<file path="src/design/bmhq_pkg.sv">
// Shared constants, codes and types for the binary max-heap queue.
package bmhq_pkg;

   localparam int CAPACITY = 1024;
   localparam int KEY_W    = 32;
   localparam int ADDR_W   = $clog2(CAPACITY);
   localparam int COUNT_W  = $clog2(CAPACITY + 1);
   localparam int SLOT_W   = COUNT_W;
   localparam int CHILD_W  = SLOT_W + 1;

   typedef enum logic [1:0] {
      STATUS_DONE  = 2'd0,
      STATUS_FULL  = 2'd1,
      STATUS_EMPTY = 2'd2
   } status_type;

   typedef enum logic {
      OP_INSERT = 1'b0,
      OP_REMOVE = 1'b1
   } op_type;

   typedef enum logic [2:0] {
      S_IDLE,
      S_UP_READ,
      S_UP_CMP,
      S_RM_LOAD,
      S_DN_READ,
      S_DN_CMP,
      S_DONE
   } state_type;

   typedef struct packed {
      status_type               status;
      logic signed [KEY_W-1:0]  removed_value;
      logic [COUNT_W-1:0]       element_count;
   } result_type;

endpackage

</file>
<file path="src/design/bmhq_if.sv">
// Request and response channel interfaces of the heap queue.
interface bmhq_req_if;
   import bmhq_pkg::*;
   logic                    valid;
   logic                    ready;
   logic                    operation;
   logic signed [KEY_W-1:0] insert_value;
   modport source (output valid, operation, insert_value, input ready);
   modport sink   (input valid, operation, insert_value, output ready);
endinterface


</file>
<file path="src/design/bmhq_seq.sv">
// Sequencer: insert with sift-up, remove-max with sift-down, over the heap RAM.
module bmhq_seq (
   input  logic                           clock,
   input  logic                           reset,
   bmhq_req_if.sink                       req_chan,
   output logic                           res_valid,
   input  logic                           res_ready,
   output bmhq_pkg::result_type           res,
   output logic                           wr_en,
   output logic [bmhq_pkg::ADDR_W-1:0]    wr_addr,
   output logic [bmhq_pkg::KEY_W-1:0]     wr_data,
   output logic [bmhq_pkg::ADDR_W-1:0]    rd_addr_a,
   output logic [bmhq_pkg::ADDR_W-1:0]    rd_addr_b,
   input  logic [bmhq_pkg::KEY_W-1:0]     rd_data_a,
   input  logic [bmhq_pkg::KEY_W-1:0]     rd_data_b
);
   import bmhq_pkg::*;

   state_type               state_ff, state_in;
   logic [COUNT_W-1:0]      count_ff, count_in;
   logic [SLOT_W-1:0]       pos_ff, pos_in;
   logic signed [KEY_W-1:0] key_ff, key_in;
   logic signed [KEY_W-1:0] removed_ff, removed_in;
   status_type              status_ff, status_in;

   logic signed [KEY_W-1:0] data_a, data_b, big;
   logic [CHILD_W-1:0]      child, n_ext;
   logic                    take_right;
   logic [SLOT_W-1:0]       parent;

   assign data_a = rd_data_a;
   assign data_b = rd_data_b;
   assign child  = {pos_ff, 1'b0};
   assign n_ext  = {1'b0, count_ff};
   assign parent = pos_ff >> 1;
   // ties go to the left child
   assign take_right = (child < n_ext) && (data_a < data_b);
   assign big        = take_right ? data_b : data_a;

   always_ff @(posedge clock) begin
      if (reset) begin
         state_ff <= S_IDLE;
         count_ff <= '0;
      end else begin
         state_ff <= state_in;
         count_ff <= count_in;
      end
   end

   always_ff @(posedge clock) begin
      pos_ff     <= pos_in;
      key_ff     <= key_in;
      removed_ff <= removed_in;
      status_ff  <= status_in;
   end

   always_comb begin
      state_in   = state_ff;
      count_in   = count_ff;
      pos_in     = pos_ff;
      key_in     = key_ff;
      removed_in = removed_ff;
      status_in  = status_ff;
      wr_en      = 1'b0;
      wr_addr    = ADDR_W'(pos_ff - 1'b1);
      wr_data    = key_ff;
      rd_addr_a  = '0;
      rd_addr_b  = '0;
      req_chan.ready = 1'b0;
      res_valid  = 1'b0;

      case (state_ff)
         S_IDLE: begin
            req_chan.ready = 1'b1;
            // root and last slot are fetched at accept for a remove
            rd_addr_a = '0;
            rd_addr_b = ADDR_W'(count_ff - 1'b1);
            if (req_chan.valid) begin
               removed_in = '0;
               status_in  = STATUS_DONE;
               if (req_chan.operation == OP_INSERT) begin
                  if (count_ff == COUNT_W'(CAPACITY)) begin
                     status_in = STATUS_FULL;
                     state_in  = S_DONE;
                  end else begin
                     count_in = count_ff + 1'b1;
                     pos_in   = SLOT_W'(count_ff + 1'b1);
                     key_in   = req_chan.insert_value;
                     state_in = S_UP_READ;
                  end
               end else begin
                  if (count_ff == '0) begin
                     status_in = STATUS_EMPTY;
                     state_in  = S_DONE;
                  end else begin
                     count_in = count_ff - 1'b1;
                     state_in = S_RM_LOAD;
                  end
               end
            end
         end

         S_UP_READ: begin
            if (pos_ff == SLOT_W'(1)) begin
               wr_en    = 1'b1;
               state_in = S_DONE;
            end else begin
               rd_addr_a = ADDR_W'(parent - 1'b1);
               state_in  = S_UP_CMP;
            end
         end

         S_UP_CMP: begin
            wr_en = 1'b1;
            if (data_a < key_ff) begin
               wr_data  = data_a;
               pos_in   = parent;
               state_in = S_UP_READ;
            end else begin
               state_in = S_DONE;
            end
         end

         S_RM_LOAD: begin
            removed_in = data_a;
            key_in     = data_b;
            pos_in     = SLOT_W'(1);
            state_in   = S_DN_READ;
         end

         S_DN_READ: begin
            if (child <= n_ext) begin
               rd_addr_a = ADDR_W'(child - 1'b1);
               rd_addr_b = ADDR_W'(child);
               state_in  = S_DN_CMP;
            end else begin
               wr_en    = 1'b1;
               state_in = S_DONE;
            end
         end

         S_DN_CMP: begin
            wr_en = 1'b1;
            if (key_ff >= big) begin
               state_in = S_DONE;
            end else begin
               wr_data  = big;
               pos_in   = SLOT_W'(child + CHILD_W'(take_right));
               state_in = S_DN_READ;
            end
         end

         S_DONE: begin
            res_valid = 1'b1;
            if (res_ready) begin
               state_in = S_IDLE;
            end
         end

         default: begin
            state_in = S_IDLE;
         end
      endcase
   end

   assign res.status        = status_ff;
   assign res.removed_value = removed_ff;
   assign res.element_count = count_ff;

endmodule

</file>
<file path="src/flat_wrapper.sv">
// flat-port wrapper written by rule: the top's interface ports become plain ports
module bmhq_seq_flat import bmhq_pkg::*;
  (clock, reset, res_valid, res_ready, res, wr_en, wr_addr, wr_data, rd_addr_a, rd_addr_b, rd_data_a, rd_data_b, req_chan_valid, req_chan_operation, req_chan_insert_value, req_chan_ready);
  bmhq_req_if req_chan_i ();
  input  logic clock;
  input  logic reset;
  output logic res_valid;
  input  logic res_ready;
  output bmhq_pkg::result_type res;
  output logic wr_en;
  output logic [bmhq_pkg::ADDR_W-1:0] wr_addr;
  output logic [bmhq_pkg::KEY_W-1:0] wr_data;
  output logic [bmhq_pkg::ADDR_W-1:0] rd_addr_a;
  output logic [bmhq_pkg::ADDR_W-1:0] rd_addr_b;
  input  logic [bmhq_pkg::KEY_W-1:0] rd_data_a;
  input  logic [bmhq_pkg::KEY_W-1:0] rd_data_b;
  input wire logic [$bits(req_chan_i.valid)-1:0] req_chan_valid;
  input wire logic [$bits(req_chan_i.operation)-1:0] req_chan_operation;
  input wire logic [$bits(req_chan_i.insert_value)-1:0] req_chan_insert_value;
  output wire logic [$bits(req_chan_i.ready)-1:0] req_chan_ready;
  assign req_chan_i.valid = req_chan_valid;
  assign req_chan_i.operation = req_chan_operation;
  assign req_chan_i.insert_value = req_chan_insert_value;
  assign req_chan_ready = req_chan_i.ready;
  bmhq_seq u_core (.clock(clock), .reset(reset), .req_chan(req_chan_i), .res_valid(res_valid), .res_ready(res_ready), .res(res), .wr_en(wr_en), .wr_addr(wr_addr), .wr_data(wr_data), .rd_addr_a(rd_addr_a), .rd_addr_b(rd_addr_b), .rd_data_a(rd_data_a), .rd_data_b(rd_data_b));
endmodule
</file>
<file path="config.mk">
export PLATFORM = sky130hd
export DESIGN_NAME = bmhq_seq_flat
export DESIGN_NICKNAME = d
export VERILOG_FILES = /design/src/design/bmhq_pkg.sv /design/src/design/bmhq_if.sv /design/src/design/bmhq_seq.sv /design/src/flat_wrapper.sv
export SDC_FILE = /design/constraint.sdc
export NUM_CORES = 1
export LEC_CHECK = 0
export ABC_AREA = 1
export BUFFER_PORTS_ARGS = -buffer_cell sky130_fd_sc_hd__buf_2
export CAP_MARGIN = 15
export CORE_MARGIN = 2
export CORE_UTILIZATION = 60
export DETAILED_ROUTE_END_ITERATION = 10
export HOLD_SLACK_MARGIN = 0.06
export PLACE_DENSITY = 0.87
export SYNTH_ARGS = -nofsm -noshare
export SYNTH_HDL_FRONTEND = slang
export SYNTH_SLANG_ARGS = --single-unit
</file>
<file path="constraint.sdc">
create_clock -name clock -period 7.8 [get_ports clock]
set_input_delay 0.39 -clock clock [delete_from_list [all_inputs] [get_ports clock]]
set_output_delay 0.39 -clock clock [all_outputs]
set_load 0.02 [all_outputs]
</file>
==> Implementation_results.wiki <==
{| class="wikitable"
! Metric !! Value
|-
| Result of the run || finished clean
|-
| Synth Area in Simple Gates || between 20% and 30%
|-
| Number of distinct library cells after synthesis || 42
|-
| Hold Vio Cnt, Final || 0
|-
| Fraction of power consumed by sequential logic || a little under a quarter
|-
| Clk slew on worst S/H paths || ~0.070 ns
|-
| Post-synthesis sequential element count || 91
|-
| Post-synthesis share of cell area spent on full adders, half adders and majority gates || 16.0%
|-
| Seq/Total Area, Yosys || 30.2%
|-
| Nets@finish || around 1,600
|-
| Multi-input logic area || 0.00510 sq mm
|-
| Area of the die || 0.0153 sq mm
|-
| Number of hold buffers added after CTS || 0
|-
| Setup TNS Final || 0 ns
|-
| DRT antenna net count || 0
|-
| Worst setup path startpoint || u_core.count_ff[8]$_SDFFE_PP0P_
|-
| Fraction of post-synthesis cell area in the top cell type by area || 26.9%
|-
| Count of antenna diodes in the layout || 0
|-
| Arr. time, crit path || 5.75 ns
|-
| Via count of the first global-routing pass || 8,264
|-
| Critical path data required time || 7.41 ns
|-
| Yosys Warn Count || 0
|-
| Clk pwr share || 11.6%
|-
| Critical Path Max Stage Delay || 0.69 ns
|-
| Max-slew headroom || 29.2%
|-
| Crit-path slowest cell || nor2_4
|-
| Bufs and invs on worst path || 4
|-
| Routability cong. || roughly 1.0
|-
| Cell internal pwr || 1.87 mW
|-
| Maximum fanout along the worst path || 33
|-
| Detailed placement HPWL || 18,400 um
|-
| XOR/XNOR share of the synthesized area || 3.36%
|-
| Number of buffers on the longest clock path || 2
|-
| Non-filler cells in the finished layout || 1,542
|-
| Top cell family by delay on the critical path || simple AND/OR/NAND/NOR gates
|-
| Die Span X || 124 um
|-
| Num CTS Buffers || 9
|-
| Initial DRC count || ~1,100
|-
| Net Sw Power || 2.08 mW
|-
| Total Routed Length || 25,100 um
|-
| Via count normalized by instance count || between 5 and 6
|-
| Top cell type by total area after synthesis || edfxtp_1
|-
| Dominant cell by count in the synthesized netlist || nand2_1
|-
| Final count of pins violating max slew || 0
|-
| Slew at the pin closest to its max-slew limit || 1.06 ns
|-
| Num Clock Sinks || slightly above 90
|-
| # placed instances || about 1,500
|-
| Filler cell count in the final layout || 1,171
|-
| CTS tree || done
|-
| Tot GR Track Use || ~33%
|-
| Most area-consuming cells after synthesis || edfxtp_1 27%, ha_1 16%, nand2_1 13%
|-
| Count of boundary I/O pins || 211
|-
| Post-CTS setup-driven buffer insertion count || 0
|-
| Total global routing overflow || 0
|-
| Utilization after layout || 71.5%
|-
| Syn nets || 1,386
|-
| Total vias in the final route || 8,924
|-
| Switching portion of total power || a little over half
|-
| Htree depth || 3
|-
| Setup slack at placement || 1.86 ns
|-
| Wirelength per Cell || 16.3 um
|-
| Root buffer cell || clkbuf_16
|-
| Initial core utilization || between 60 and 70%
|-
| Portion of netlist area occupied by mux cells || 0%
|-
| Proportion of power drawn by combinational gates || 64.6%
|-
| Most used cell, CP || nand2_1
|-
| Syn Std Cell Area || 0.00859 sq mm
|-
| Most instantiated cells after synthesis || 294 x nand2_1, 167 x inv_1, 110 x ha_1
|-
| Maximum number of pins on one net before global-route repair || 97
|-
| Fraction of final layout cells with drive strength greater than 1 || between 10% and 20%
|-
| Std-Cell Rows || 43
|-
| Dominant combinational cell family by area after synthesis || simple AND/OR/NAND/NOR gates
|-
| Crit Path Category || reg -> out
|-
| Sequential cell area || 0.00259 sq mm
|-
| Class of the tightest hold or removal check || in -> reg
|-
| Clock latency at the later pin of the worst-skew pair || 0.36 ns
|-
| # setup viols final || 0
|-
| Startpoint of the most critical register-to-register path || u_core.count_ff[8]$_SDFFE_PP0P_
|-
| Startpoint type of the worst setup path || flop
|-
| Leading register cell type out of synthesis || edfxtp_1
|-
| Critical hold path startpoint || req_chan_insert_value[26]
|-
| Cells along the critical path || clkinv_1 > ha_1 > a21oi_1 > nor2_1 > nor3_1 > nand3_1 > inv_1 > buf_16 > nand3_4 > nand2_1 > nand2_1 > ha_1 > a21oi_1 > nand2_1 > a21oi_1 > nand2_1 > nand2_1 > nand2_1 > nand2_1 > nand3_2 > nor2_4 > nand3_1 > nand3_1 > buf_2
|-
| Async SR Flop Fraction || 0%
|-
| Overall power consumption || roughly 4 mW
|-
| # Max-Cap Violations || 0
|-
| Critical Path Sink Type || primary output
|-
| Peak supply drop || 0.190 mV
|-
| Number of flops mapped to enable cells by yosys || 77
|-
| Setup repair after global routing missed its margin || false
|-
| First-pass iteration count of the detailed router || 6
|-
| Final Cycle Share || 78.7%
|-
| Core Box Area || approximately 0.014 sq mm
|-
| Wire length of the first global-routing pass || 39,600 um
|-
| Static power due to leakage || 5.29 nW
|-
| Synth Area per Inst || 7.31 sq um
|-
| Synth Instances || between 1,000 and 1,500
|-
| Post-route DRC violation count || 0
|-
| Tmin final || 6.14 ns
|-
| Clock Skews || 0.0134 ns
|-
| CTS-repair resized insts || 0
|-
| Fmax || 163 MHz
|-
| Port Buffer Count || 210
|-
| Power density cells || roughly 400 mW/mm^2
|-
| Die height || approximately 120 um
|-
| Area overhead of the layout relative to synthesis || 16.1%
|-
| Initial antenna violation count || 0
|-
| Area fraction in compound gates after synthesis || between 10% and 20%
|-
| Final worst setup slack || 1.66 ns
|}
## power by group through the flow
stage | clock, mW | combinational, mW | sequential, mW
after global placement | 0 | 2.43 | 0.940
after floorplan | 0 | 1.69 | 1.01
after global routing | 0.480 | 2.81 | 0.957
final | 0.459 | 2.55 | 0.938
after detailed placement | 0 | 2.48 | 0.939
after CTS | 0.460 | 2.50 | 0.932
## cell usage in the layout (no fill, tap or decap), types with 7 or more instances in the layout
master	count
o21ai_1	7
nand2_1	294
xor2_1	30
nand2_2	8
o221ai_1	9
inv_1	167
dfxtp_1	14
a21oi_1	66
nand4_1	44
nor3_1	14
edfxtp_1	77
nor2_1	83
o21ai_0	60
buf_2	210
nand3_1	91
clkbuf_16	9
o22ai_1	15
ha_1	110
## cells by family (layout without fill, tap and decap cells)
logic type	count (synthesis)	in the layout
buf+inv	216	403
xor+xnor	33	33
flops	91	91
simple gates	555	555
compound gates	170	170
fa+ha+maj	110	110
## state kept, by name, indices dropped and copies added (netlist names)
name and count:
u_core.count_ff 11, u_core.key_ff 32, u_core.pos_ff 11, u_core.removed_ff 32, u_core.state_ff 3, u_core.status_ff 2
## per-layer routing
metal | vias up | GRT usage (%) | part of all wire (%)
li1 | 4303 | - | -
met1 | 4040 | 44.5 | 42
met2 | 525 | 54.5 | 47
met3 | 56 | 4.76 | 9.2
met4 | 0 | 10.8 | 2.0
met5 | - | 0 | 0
## tightest hold or removal path: stages
cell	delay, ns
buf_2	0.07
nand2_1	0.04
o21ai_0	0.05
## stage by stage
| stage | hold slack, ns | cell area [sq um] |
|---|---|---|
| global placement | 0.509 | 9640 |
| global route | 0.325 | 9970 |
| CTS | 0.304 | 9940 |
| floorplan | 0.574 | 8590 |
| finish | 0.310 | 9970 |
| detailed placement | 0.515 | 9640 |
## layout make-up
| type | instances | share of cell area (%) |
|---|---|---|
| timing repair buffer | 214 | 11.0 |
| sequential | 91 | 26.0 |
| multi-input combinational | 868 | 51.1 |
| inverter | 173 | 6.51 |
| clock inverter | 4 | 0.489 |
| tap | 180 | 2.26 |
| clock buffer | 12 | 2.57 |
## worst paths after layout
check / end / slack [ns] / cells after the start
setup / recovery: wr_data[1] / 1.66 / 24
hold / removal: u_core.key_ff[26]$_DFFE_PP_ / 0.31 / 3
setup reg to reg: u_core.pos_ff[5]$_DFFE_PP_ / 2.74 / 22
hold reg to reg: u_core.count_ff[8]$_SDFFE_PP0P_ / 0.53 / 2
Note: power is estimated with default switching activity, not from simulation.
