--- config.mk ---
export PLATFORM = sky130hd
export DESIGN_NAME = bmhq_out_flat
export DESIGN_NICKNAME = d
export VERILOG_FILES = /design/src/design/bmhq_pkg.sv /design/src/design/bmhq_if.sv /design/src/design/bmhq_out.sv /design/src/flat_wrapper.sv
export SDC_FILE = /design/constraint.sdc
export NUM_CORES = 1
export LEC_CHECK = 0
export BUFFER_PORTS_ARGS = -buffer_cell sky130_fd_sc_hd__buf_4
export CORE_ASPECT_RATIO = 0.9
export CORE_MARGIN = 4
export CORE_UTILIZATION = 40
export DETAILED_ROUTE_END_ITERATION = 12
export GPL_ROUTABILITY_DRIVEN = 0
export PLACE_DENSITY = 0.86
export SLEW_MARGIN = 30
export SYNTH_ARGS = -nofsm -noshare
export SYNTH_HDL_FRONTEND = slang
export SYNTH_SLANG_ARGS = --single-unit
--- constraint.sdc ---
create_clock -name clock -period 1.4 [get_ports clock]
set_input_delay 0.28 -clock clock [delete_from_list [all_inputs] [get_ports clock]]
set_output_delay 0.28 -clock clock [all_outputs]
set_load 0.05 [all_outputs]
--- src/design/bmhq_pkg.sv ---
// Shared constants, codes and types for the binary max-heap queue.
package bmhq_pkg;

   localparam int CAPACITY = 1024;
   localparam int KEY_W    = 32;
   localparam int ADDR_W   = $clog2(CAPACITY);
   localparam int COUNT_W  = $clog2(CAPACITY + 1);
   localparam int SLOT_W   = COUNT_W;
   localparam int CHILD_W  = SLOT_W + 1;

   typedef enum logic [1:0] {
      STATUS_DONE  = 2'd0,
      STATUS_FULL  = 2'd1,
      STATUS_EMPTY = 2'd2
   } status_type;

   typedef enum logic {
      OP_INSERT = 1'b0,
      OP_REMOVE = 1'b1
   } op_type;

   typedef enum logic [2:0] {
      S_IDLE,
      S_UP_READ,
      S_UP_CMP,
      S_RM_LOAD,
      S_DN_READ,
      S_DN_CMP,
      S_DONE
   } state_type;

   typedef struct packed {
      status_type               status;
      logic signed [KEY_W-1:0]  removed_value;
      logic [COUNT_W-1:0]       element_count;
   } result_type;

endpackage

--- src/design/bmhq_if.sv ---


interface bmhq_rsp_if;
   import bmhq_pkg::*;
   logic                    valid;
   logic                    ready;
   logic [1:0]              status;
   logic signed [KEY_W-1:0] removed_value;
   logic [COUNT_W-1:0]      element_count;
   modport source (output valid, status, removed_value, element_count, input ready);
   modport sink   (input valid, status, removed_value, element_count, output ready);
endinterface

--- src/design/bmhq_out.sv ---
// Response output register between the sequencer and the response channel.
module bmhq_out (
   input  logic                 clock,
   input  logic                 reset,
   input  logic                 res_valid,
   output logic                 res_ready,
   input  bmhq_pkg::result_type res,
   bmhq_rsp_if.source           rsp_chan
);
   import bmhq_pkg::*;

   logic       valid_ff, valid_in;
   result_type data_ff, data_in;

   assign res_ready = !valid_ff || rsp_chan.ready;

   always_comb begin
      valid_in = valid_ff;
      data_in  = data_ff;
      if (rsp_chan.ready) begin
         valid_in = 1'b0;
      end
      if (res_valid && res_ready) begin
         valid_in = 1'b1;
         data_in  = res;
      end
   end

   always_ff @(posedge clock) begin
      if (reset) begin
         valid_ff <= 1'b0;
      end else begin
         valid_ff <= valid_in;
      end
   end

   always_ff @(posedge clock) begin
      data_ff <= data_in;
   end

   assign rsp_chan.valid         = valid_ff;
   assign rsp_chan.status        = data_ff.status;
   assign rsp_chan.removed_value = data_ff.removed_value;
   assign rsp_chan.element_count = data_ff.element_count;

endmodule

--- src/flat_wrapper.sv ---
// flat-port wrapper written by rule: the top's interface ports become plain ports
module bmhq_out_flat import bmhq_pkg::*;
  (clock, reset, res_valid, res_ready, res, rsp_chan_valid, rsp_chan_status, rsp_chan_removed_value, rsp_chan_element_count, rsp_chan_ready);
  bmhq_rsp_if rsp_chan_i ();
  input  logic clock;
  input  logic reset;
  input  logic res_valid;
  output logic res_ready;
  input  bmhq_pkg::result_type res;
  output wire logic [$bits(rsp_chan_i.valid)-1:0] rsp_chan_valid;
  output wire logic [$bits(rsp_chan_i.status)-1:0] rsp_chan_status;
  output wire logic [$bits(rsp_chan_i.removed_value)-1:0] rsp_chan_removed_value;
  output wire logic [$bits(rsp_chan_i.element_count)-1:0] rsp_chan_element_count;
  input wire logic [$bits(rsp_chan_i.ready)-1:0] rsp_chan_ready;
  assign rsp_chan_valid = rsp_chan_i.valid;
  assign rsp_chan_status = rsp_chan_i.status;
  assign rsp_chan_removed_value = rsp_chan_i.removed_value;
  assign rsp_chan_element_count = rsp_chan_i.element_count;
  assign rsp_chan_i.ready = rsp_chan_ready;
  bmhq_out u_core (.clock(clock), .reset(reset), .res_valid(res_valid), .res_ready(res_ready), .res(res), .rsp_chan(rsp_chan_i));
endmodule
==> metrics.txt, run 1 <==
outcome finished, final reports clean; leakage 0.00100 uW; IO Pins 96; die extent in y 64.3 um; Worst setup EP type output port; fmax 0.838 GHz; post-synthesis adder-cell area fraction 0%; Total Wirelength 3150 um; yosys warns 0; clk root buf clkbuf_8; Top Metal Used met4; clk_lat worst skew 0.29 ns; CTS Buf Count 5; Mean Syn Cell Area 28.1 sq um; #FFs+latches synth 46; RSZ-0062 raised after global routing no; metal2 WL 1640 um; met1 wire length 885 um; DP Worst Slack 0.266 ns; Hold Crit Class in -> reg; vias in the first global route 945; Tmin final 1.19 ns; Longest Clk Path Bufs 2; post-CTS sizing 0; fraction of layout cells with a size suffix above 1 69.7%; commonest non-fill, non-tap cell in the layout buf_4; violation count after the first detailed-route iteration 41; Final setup violation count 0; synthesized cell area 0.00141 sq mm; most frequent cells in the layout 95 x buf_4, 45 x edfxtp_1, 5 x clkbuf_8; core area 0.00338 sq mm; sequential-to-total area share from yosys stat 97.5%; Clock Sinks 46; placed instance area 0.00222 sq mm; post-synthesis mux area share 0%; post-synthesis cell count 50; fin crit share 85.2%; worst-path fanout max 3; buffers added on ports 95; Slew headroom 89.6%; Die ar. 0.00453 sq mm; total global-route track usage 15.1%; Yosys cell types 6; CTS tree built; CP arrival 0.91 ns; setup bufs post-CTS 0; Post-Synth Simple-Gate Area 1.60%; Design Area, Final 0.00235 sq mm; Synth Area in Compound Gates 0.623%; area delta synth->final 67.2%; Hold-fix buffers, CTS 0; Routed WL per cell 15.8 um; std cell rows 20; max-capacitance violation count 0; overall die width 70.5 um; GR Overflow Total 0; startpoint types flip-flop; syn nets 99; Max Slew Vio Count 0; final core area utilization 69.6%; Antenna Violating Nets Remaining 0; Clock Skew 0.00193 ns; Slew @ Worst Pin 0.157 ns; critical setup path kind reg -> out; largest net degree at the start of global routing 26; Starting Density 41.6%; antenna violations before repair 0; Final Net Count 203; global-route wire length before repair 4780 um; PwrDens 1400 mW/mm^2; Worst Path Required 1.12 ns; hold_ws 0.132 ns; XOR/XNOR Fraction of Synth Area 0%; setup ws final 0.207 ns; ant diodes 0; met3 WL post-DR 587 um; detailed-router iteration count before antenna repair 4; detailed-route via count 862; Final Hold Fails 0; TNS Setup 0 ns; H-tree Lvls 2; Clock transition at path regs 0.08 ns; largest family of logic cells by synthesized area simple AND/OR/NAND/NOR gates; post-DR vias/cell 4.33; DRC 0; worst vdd ir 1.07 mV
-- worst max-delay path: stages (launching register included) --
cell,delay (ns)
dfxtp_4,0.36
nand2b_4,0.07
buf_4,0.20
-- through the flow --
step	std cells	total power, uW
2_1_floorplan	50	1970
3_3_place_gp	191	2210
3_5_place_dp	191	2220
4_1_cts	199	3330
5_1_grt	199	3440
6_report	199	3300
-- cell usage after synthesis (all sizes together) --
cell     n  area, sq um
edfxtp  45         1350
a21oi    1         8.76
and2     1         8.76
dfxtp    1         20.0
inv      1         3.75
nand2b   1         13.8
-- final cells by class --
class	count	area [sq um]
flip-flops and latches	46	1380
fillers	228	1030
inverters	1	3.75
clock inverters	3	63.8
clock buffers	5	68.8
well taps	44	55.1
multi-input cells	3	31.3
repair buffers	97	753
-- worst paths after layout --
check             cells after the start                                         end  slack (ns)                          startpoint
setup / recovery                      2                                   res_ready        0.21  u_core.rsp_chan.valid$_SDFFE_PP0P_
hold / removal                        2          u_core.rsp_chan.valid$_SDFFE_PP0P_        0.13                               reset
setup reg to reg                      3  u_core.rsp_chan.removed_value[2]$_DFFE_PP_        0.33  u_core.rsp_chan.valid$_SDFFE_PP0P_
hold reg to reg                       2          u_core.rsp_chan.valid$_SDFFE_PP0P_        0.50  u_core.rsp_chan.valid$_SDFFE_PP0P_
-- metal layers --
layer / vias up / track usage, %
met5: - / 0
met4: 0 / 7.18
met3: 2 / 12.3
met2: 61 / 25.0
met1: 393 / 12.9
li1: 406 / -
-- logic make-up after synthesis --
logic type | count (synthesis)
AOI/OAI and AO/OA | 1
buffers and inverters | 1
DFF | 46
and+or+nand+nor | 2
-- registers in the layout (all words and copies together), names as in the netlist --
signal and cells:
u_core.rsp_chan.element_count 11, u_core.rsp_chan.removed_value 32, u_core.rsp_chan.status 2, u_core.rsp_chan.valid 1
-- power by group --
part / internal, uW / switching, uW
combinational: 199 / 359
clock: 706 / 410
sequential: 1600 / 23.3
total: 2510 / 793
Note: power is estimated with default switching activity, not from simulation.
==> run 2, diff against run 1 <==
- ABC_AREA: not set -> 1
==> metrics.txt, run 2 <==
Max Slew Vio Count 0 (unchanged); Starting Density 41.4% (was 41.6%); std cell rows 20 (unchanged); antenna violations before repair 0 (unchanged); CTS Buf Count 5 (unchanged); fraction of layout cells with a size suffix above 1 70.5% (was 69.7%); post-CTS sizing 0 (unchanged); sequential-to-total area share from yosys stat 98.0% (was 97.5%); yosys warns 0 (unchanged); Final setup violation count 0 (unchanged); worst vdd ir 1.13 mV (was 1.07 mV); Yosys cell types 7 (was 6); area delta synth->final 68.7% (was 67.2%); Routed WL per cell 15.8 um (about the same); vias in the first global route 977 (was 945); startpoint types flip-flop (unchanged); Slew headroom 86.9% (was 89.6%); violation count after the first detailed-route iteration 40 (was 41); PwrDens 1410 mW/mm^2 (was 1400 mW/mm^2); ant diodes 0 (unchanged); Hold-fix buffers, CTS 0 (unchanged); final core area utilization 69.9% (was 69.6%); overall die width 70.3 um (was 70.5 um); Tot Pwr 3330 uW (was 3300 uW); worst-path fanout max 3 (unchanged); core area 0.00338 sq mm (unchanged); largest cells by area after synthesis edfxtp_1 97%, dfxtp_1 1.4%, a21oi_2 0.63%, nand2_2 0.45%, a21oi_1 0.36% (was edfxtp_1 96%, dfxtp_1 1.4%, nand2b_4 0.98%, a21oi_2 0.62%, and2_4 0.62%); leakage 0.00100 uW (about the same); GR Overflow Total 0 (unchanged); Post-synth EDFFs 45 (unchanged); detailed-router iteration count before antenna repair 4 (unchanged); die extent in y 64.1 um (was 64.3 um); post-synthesis cell count 51 (was 50); commonest non-fill, non-tap cell in the layout buf_4 (unchanged); buffers added on ports 95 (unchanged); H-tree Lvls 2 (unchanged); placed instance area 0.00222 sq mm (about the same); #FFs+latches synth 46 (unchanged); Clock Sinks 46 (unchanged); Mean Syn Cell Area 27.4 sq um (was 28.1 sq um); Longest Clk Path Bufs 2 (unchanged); number of flip-flops in the largest register 32 (unchanged); TNS Setup 0 ns (unchanged); max-capacitance violation count 0 (unchanged); total global-route track usage 14.8% (was 15.1%); Main synth FF type edfxtp_1 (unchanged); most common cell in the netlist edfxtp_1 (unchanged); Slew @ Worst Pin 0.196 ns (was 0.157 ns); post-DR vias/cell 4.45 (was 4.33); clk_lat worst skew 0.29 ns (about the same); CTS tree built (unchanged); DRC 0 (unchanged); fill cell count 227 (was 228); global-route wire length before repair 4770 um (was 4780 um); outcome finished, final reports clean (unchanged); Die ar. 0.00451 sq mm (was 0.00453 sq mm); CP arrival 0.94 ns (was 0.91 ns); Total Wirelength 3150 um (about the same); RSZ-0062 raised after global routing no (unchanged); Worst setup EP type output port (unchanged); Final Hold Fails 0 (unchanged); Antenna Violating Nets Remaining 0 (unchanged); fmax 0.820 GHz (was 0.838 GHz); asr flop ratio synth 0% (unchanged); Clock transition at path regs 0.08 ns (about the same); Hold Crit Class in -> reg (unchanged); synthesized cell area 0.00140 sq mm (was 0.00141 sq mm); fin crit share 87.1% (was 85.2%); setup bufs post-CTS 0 (unchanged); Yosys top cell by area edfxtp_1 (unchanged); syn nets 100 (was 99); Final Net Count 204 (was 203); Tmin final 1.22 ns (was 1.19 ns); Worst Path Required 1.12 ns (about the same); clk root buf clkbuf_8 (unchanged); Yosys top cell area share 96.6% (was 96.1%); most frequent cells in the layout 95 x buf_4, 45 x edfxtp_1, 5 x clkbuf_8 (unchanged); detailed-route via count 890 (was 862); IO Pins 96 (unchanged); Clock Skew 0.00291 ns (was 0.00193 ns); critical setup path kind reg -> out (unchanged); largest net degree at the start of global routing 26 (unchanged); Design Area, Final 0.00236 sq mm (was 0.00235 sq mm)
run 2: cell types whose count changed after synthesis, sizes merged:
cell | previous run | this run
a21oi | 1 | 2
nand2b | 1 | 0
inv | 1 | 2
nand2 | 0 | 1
and2 | 1 | 0
run 2: logic make-up (layout without fill, tap and decap cells):
logic type             Yosys count  after routing  synth area share (%)
AOI/OAI and AO/OA                2              2                 0.984
and+or+nand+nor                  1              1                 0.448
DFF                             46             46                  98.0
buffers and inverters            2            107                 0.536
run 2: cell type report:
class	instances	area, sq um	share of cell area, %
repair buffers	97	753	31.9
inverters	2	7.51	0.318
clock buffers	5	68.8	2.92
flip-flops and latches	46	1380	58.3
multi-input cells	3	31.3	1.33
clock inverters	3	68.8	2.92
well taps	44	55.1	2.33
run 2: power by group:
part / total [uW] / internal (uW) / switching, uW
clock: 1140 / 714 / 430
combinational: 561 / 197 / 364
sequential: 1630 / 1600 / 23.7
total: 3330 / 2520 / 818
run 2: critical path, stage by stage, from the launching register on:
cell and delay, ns:
dfxtp_4 0.37, nand2_2 0.08, buf_4 0.20
run 2: path summary, 6_finish.rpt:
| path | to | slack, ns | startpoint | depth (start not counted) |
|---|---|---|---|---|
| min reg2reg | u_core.rsp_chan.valid$_SDFFE_PP0P_ | 0.52 | u_core.rsp_chan.valid$_SDFFE_PP0P_ | 2 |
| max | res_ready | 0.18 | u_core.rsp_chan.valid$_SDFFE_PP0P_ | 2 |
| max reg2reg | u_core.rsp_chan.removed_value[2]$_DFFE_PP_ | 0.34 | u_core.rsp_chan.valid$_SDFFE_PP0P_ | 2 |
| min | u_core.rsp_chan.valid$_SDFFE_PP0P_ | 0.12 | reset | 2 |
run 2: per-layer routing:
layer	vias to the layer above	part of all wire [%]	wire (um)	track usage [%]
met1	402	28	895	12.8
li1	408	-	-	-
met3	6	20	634	12.7
met5	-	0	0	0
met2	74	50	1570	23.9
met4	0	1.5	47	6.46
run 2: metrics by stage:
stage	worst slack, ns	hold WS (ns)	cells
after CTS	0.170	0.110	200
after global routing	0.131	0.105	200
after detailed placement	0.255	0.429	192
after global placement	0.283	0.429	192
after floorplan	-0.217	0.333	51
final	0.180	0.120	200
==> run 3, diff against run 2 <==
- CELL_PAD_IN_SITES_DETAIL_PLACEMENT: not set -> 0
- CELL_PAD_IN_SITES_GLOBAL_PLACEMENT: not set -> 2
- CORE_UTILIZATION: 40 -> 26
- PLACE_DENSITY: 0.86 -> 0.85
- clock period: 1.4 -> 1.33 ns (I/O delays scaled with it)
==> metrics.txt, run 3 (same netlist as run 2, synthesis figures left out) <==
outcome finished, final reports clean (unchanged); core area 0.00522 sq mm (was 0.00338 sq mm); violation count after the first detailed-route iteration 27 (was 40); fin crit share 89.1%; largest net degree at the start of global routing 30 (was 26); Die ar. 0.00662 sq mm (was 0.00451 sq mm); Top delay family on crit path flip-flops (unchanged); cell count along the critical path 2 (unchanged); overall die width 85.3 um (was 70.3 um); Worst Setup EP res_ready (unchanged); PwrDens 1330 mW/mm^2 (was 1410 mW/mm^2); leakage 0.000979 uW (was 0.00100 uW); Worst Reg2Reg Path Length in Cells 2 (unchanged); Buf+Inv Stages, Crit Path 1 (unchanged); commonest non-fill, non-tap cell in the layout buf_4 (unchanged); fill cell count 460 (was 227); number of flip-flops in the largest register 32 (unchanged); worst-path fanout max 3 (unchanged); CTS tree built (unchanged); worst-path cell chain nand2_2, buf_4 (unchanged); fmax 0.844 GHz; total global-route track usage 9.14% (was 14.8%); GR Overflow Total 0 (unchanged); IO Pins 96 (unchanged); setup ws final 0.145 ns (was 0.180 ns); Slew headroom 87.1% (was 86.9%); global-route wire length before repair 4550 um (was 4770 um); fraction of layout cells with a size suffix above 1 70.5% (unchanged); clk_lat worst skew 0.29 ns (about the same); Hold-fix buffers, CTS 0 (unchanged); RR Endpoint u_core.rsp_chan.removed_value[12]$_DFFE_PP_ (was u_core.rsp_chan.removed_value[2]$_DFFE_PP_); Worst setup EP type output port (unchanged); Longest Clk Path Bufs 2 (unchanged); Slew @ Worst Pin 0.192 ns (was 0.196 ns); Routed WL per cell 13.6 um (was 15.8 um); area delta synth->final 67.4% (was 68.7%); H-tree Lvls 2 (unchanged); buffers added on ports 95 (unchanged); r2r startpoint u_core.rsp_chan.valid$_SDFFE_PP0P_ (unchanged); Non-Filler Instances 223 (was 200); Final setup violation count 0 (unchanged); clk root buf clkbuf_8 (unchanged); Clock transition at path regs 0.07 ns (was 0.08 ns); Clock Skew 0.00742 ns (was 0.00291 ns); most frequent cells in the layout 95 x buf_4, 45 x edfxtp_1, 5 x clkbuf_8 (unchanged); Starting Density 26.8% (was 41.4%); Tot Pwr 3110 uW (was 3330 uW); die extent in y 77.6 um (was 64.1 um); critical path startpoint u_core.rsp_chan.valid$_SDFFE_PP0P_ (unchanged); hold_ws 0.118 ns (was 0.120 ns); Tmin final 1.19 ns; DP Worst Slack 0.184 ns (was 0.255 ns); hold depth 2 (unchanged); Worst Path Required 1.06 ns (was 1.12 ns); antenna violations before repair 0 (unchanged); detailed-route via count 856 (was 890); Worst path max stage delay 0.36 ns (was 0.37 ns); Final Net Count 204 (unchanged); Total Wirelength 3030 um (was 3150 um); std cell rows 25 (was 20); DP Cell Count 215 (was 192); Clock Sinks 46 (unchanged); Final Hold Fails 0 (unchanged); worst vdd ir 0.757 mV (was 1.13 mV); startpoint types flip-flop (unchanged); post-DR vias/cell 3.84 (was 4.45); post-CTS sizing 0 (unchanged); DRC 0 (unchanged); ant diodes 0 (unchanged); Max Slew Vio Count 0 (unchanged); CTS Buf Count 5 (unchanged); max-capacitance violation count 0 (unchanged); TNS Setup 0 ns (unchanged); slowest CP cell dfxtp_4 (unchanged); CP arrival 0.92 ns (was 0.94 ns); flop2flop setup slack 0.26 ns (was 0.34 ns); Hold Crit Class in -> reg (unchanged); critical setup path kind reg -> out (unchanged); vias in the first global route 951 (was 977); Antenna Violating Nets Remaining 0 (unchanged); setup bufs post-CTS 0 (unchanged); RSZ-0062 raised after global routing no (unchanged); detailed-router iteration count before antenna repair 3 (was 4)
[run 3: cell count changes in the layout (fill, tap and decap cells not counted), sizes merged]
cell	before	now
bufinv	2	0
clkinv	1	2
clkinvlp	0	1
[run 3: routing by layer]
layer,share of wire (%),vias to the layer above,global-route usage [%]
li1,-,405,-
met2,50,65,14.8
met5,0,-,0
met4,0.69,0,3.32
met1,34,383,9.59
met3,15,3,5.84
[run 3: power by group]
part	leakage, uW	switching [uW]	internal, uW	total (uW)
Combinational	0.000491	378	207	585
Clock	0.0000441	441	369	809
Sequential	0.000444	24.4	1690	1710
[run 3: worst min-delay path by stage]
stage / startpoint / to
2_1_floorplan: reset / u_core.rsp_chan.valid$_SDFFE_PP0P_
3_3_place_gp: reset / u_core.rsp_chan.valid$_SDFFE_PP0P_
3_5_place_dp: reset / u_core.rsp_chan.valid$_SDFFE_PP0P_
4_1_cts: reset / u_core.rsp_chan.valid$_SDFFE_PP0P_
5_1_grt: reset / u_core.rsp_chan.valid$_SDFFE_PP0P_
6_report: reset / u_core.rsp_chan.valid$_SDFFE_PP0P_
[run 3: stage by stage]
stage	instance area, sq um	util, %
floorplan	1410	-
global placement	2250	43.1
detailed placement	2250	43.1
CTS	2340	44.8
global route	2340	44.8
finish	2340	44.8
[run 3: cell type report]
type | count | area [sq um] | area share (%)
clock buffers | 5 | 68.8 | 2.94
clock inverters | 3 | 21.3 | 0.909
inverters | 2 | 7.51 | 0.321
multi-input cells | 3 | 31.3 | 1.34
flip-flops and latches | 46 | 1380 | 58.7
well taps | 67 | 83.8 | 3.58
repair buffers | 97 | 753 | 32.2
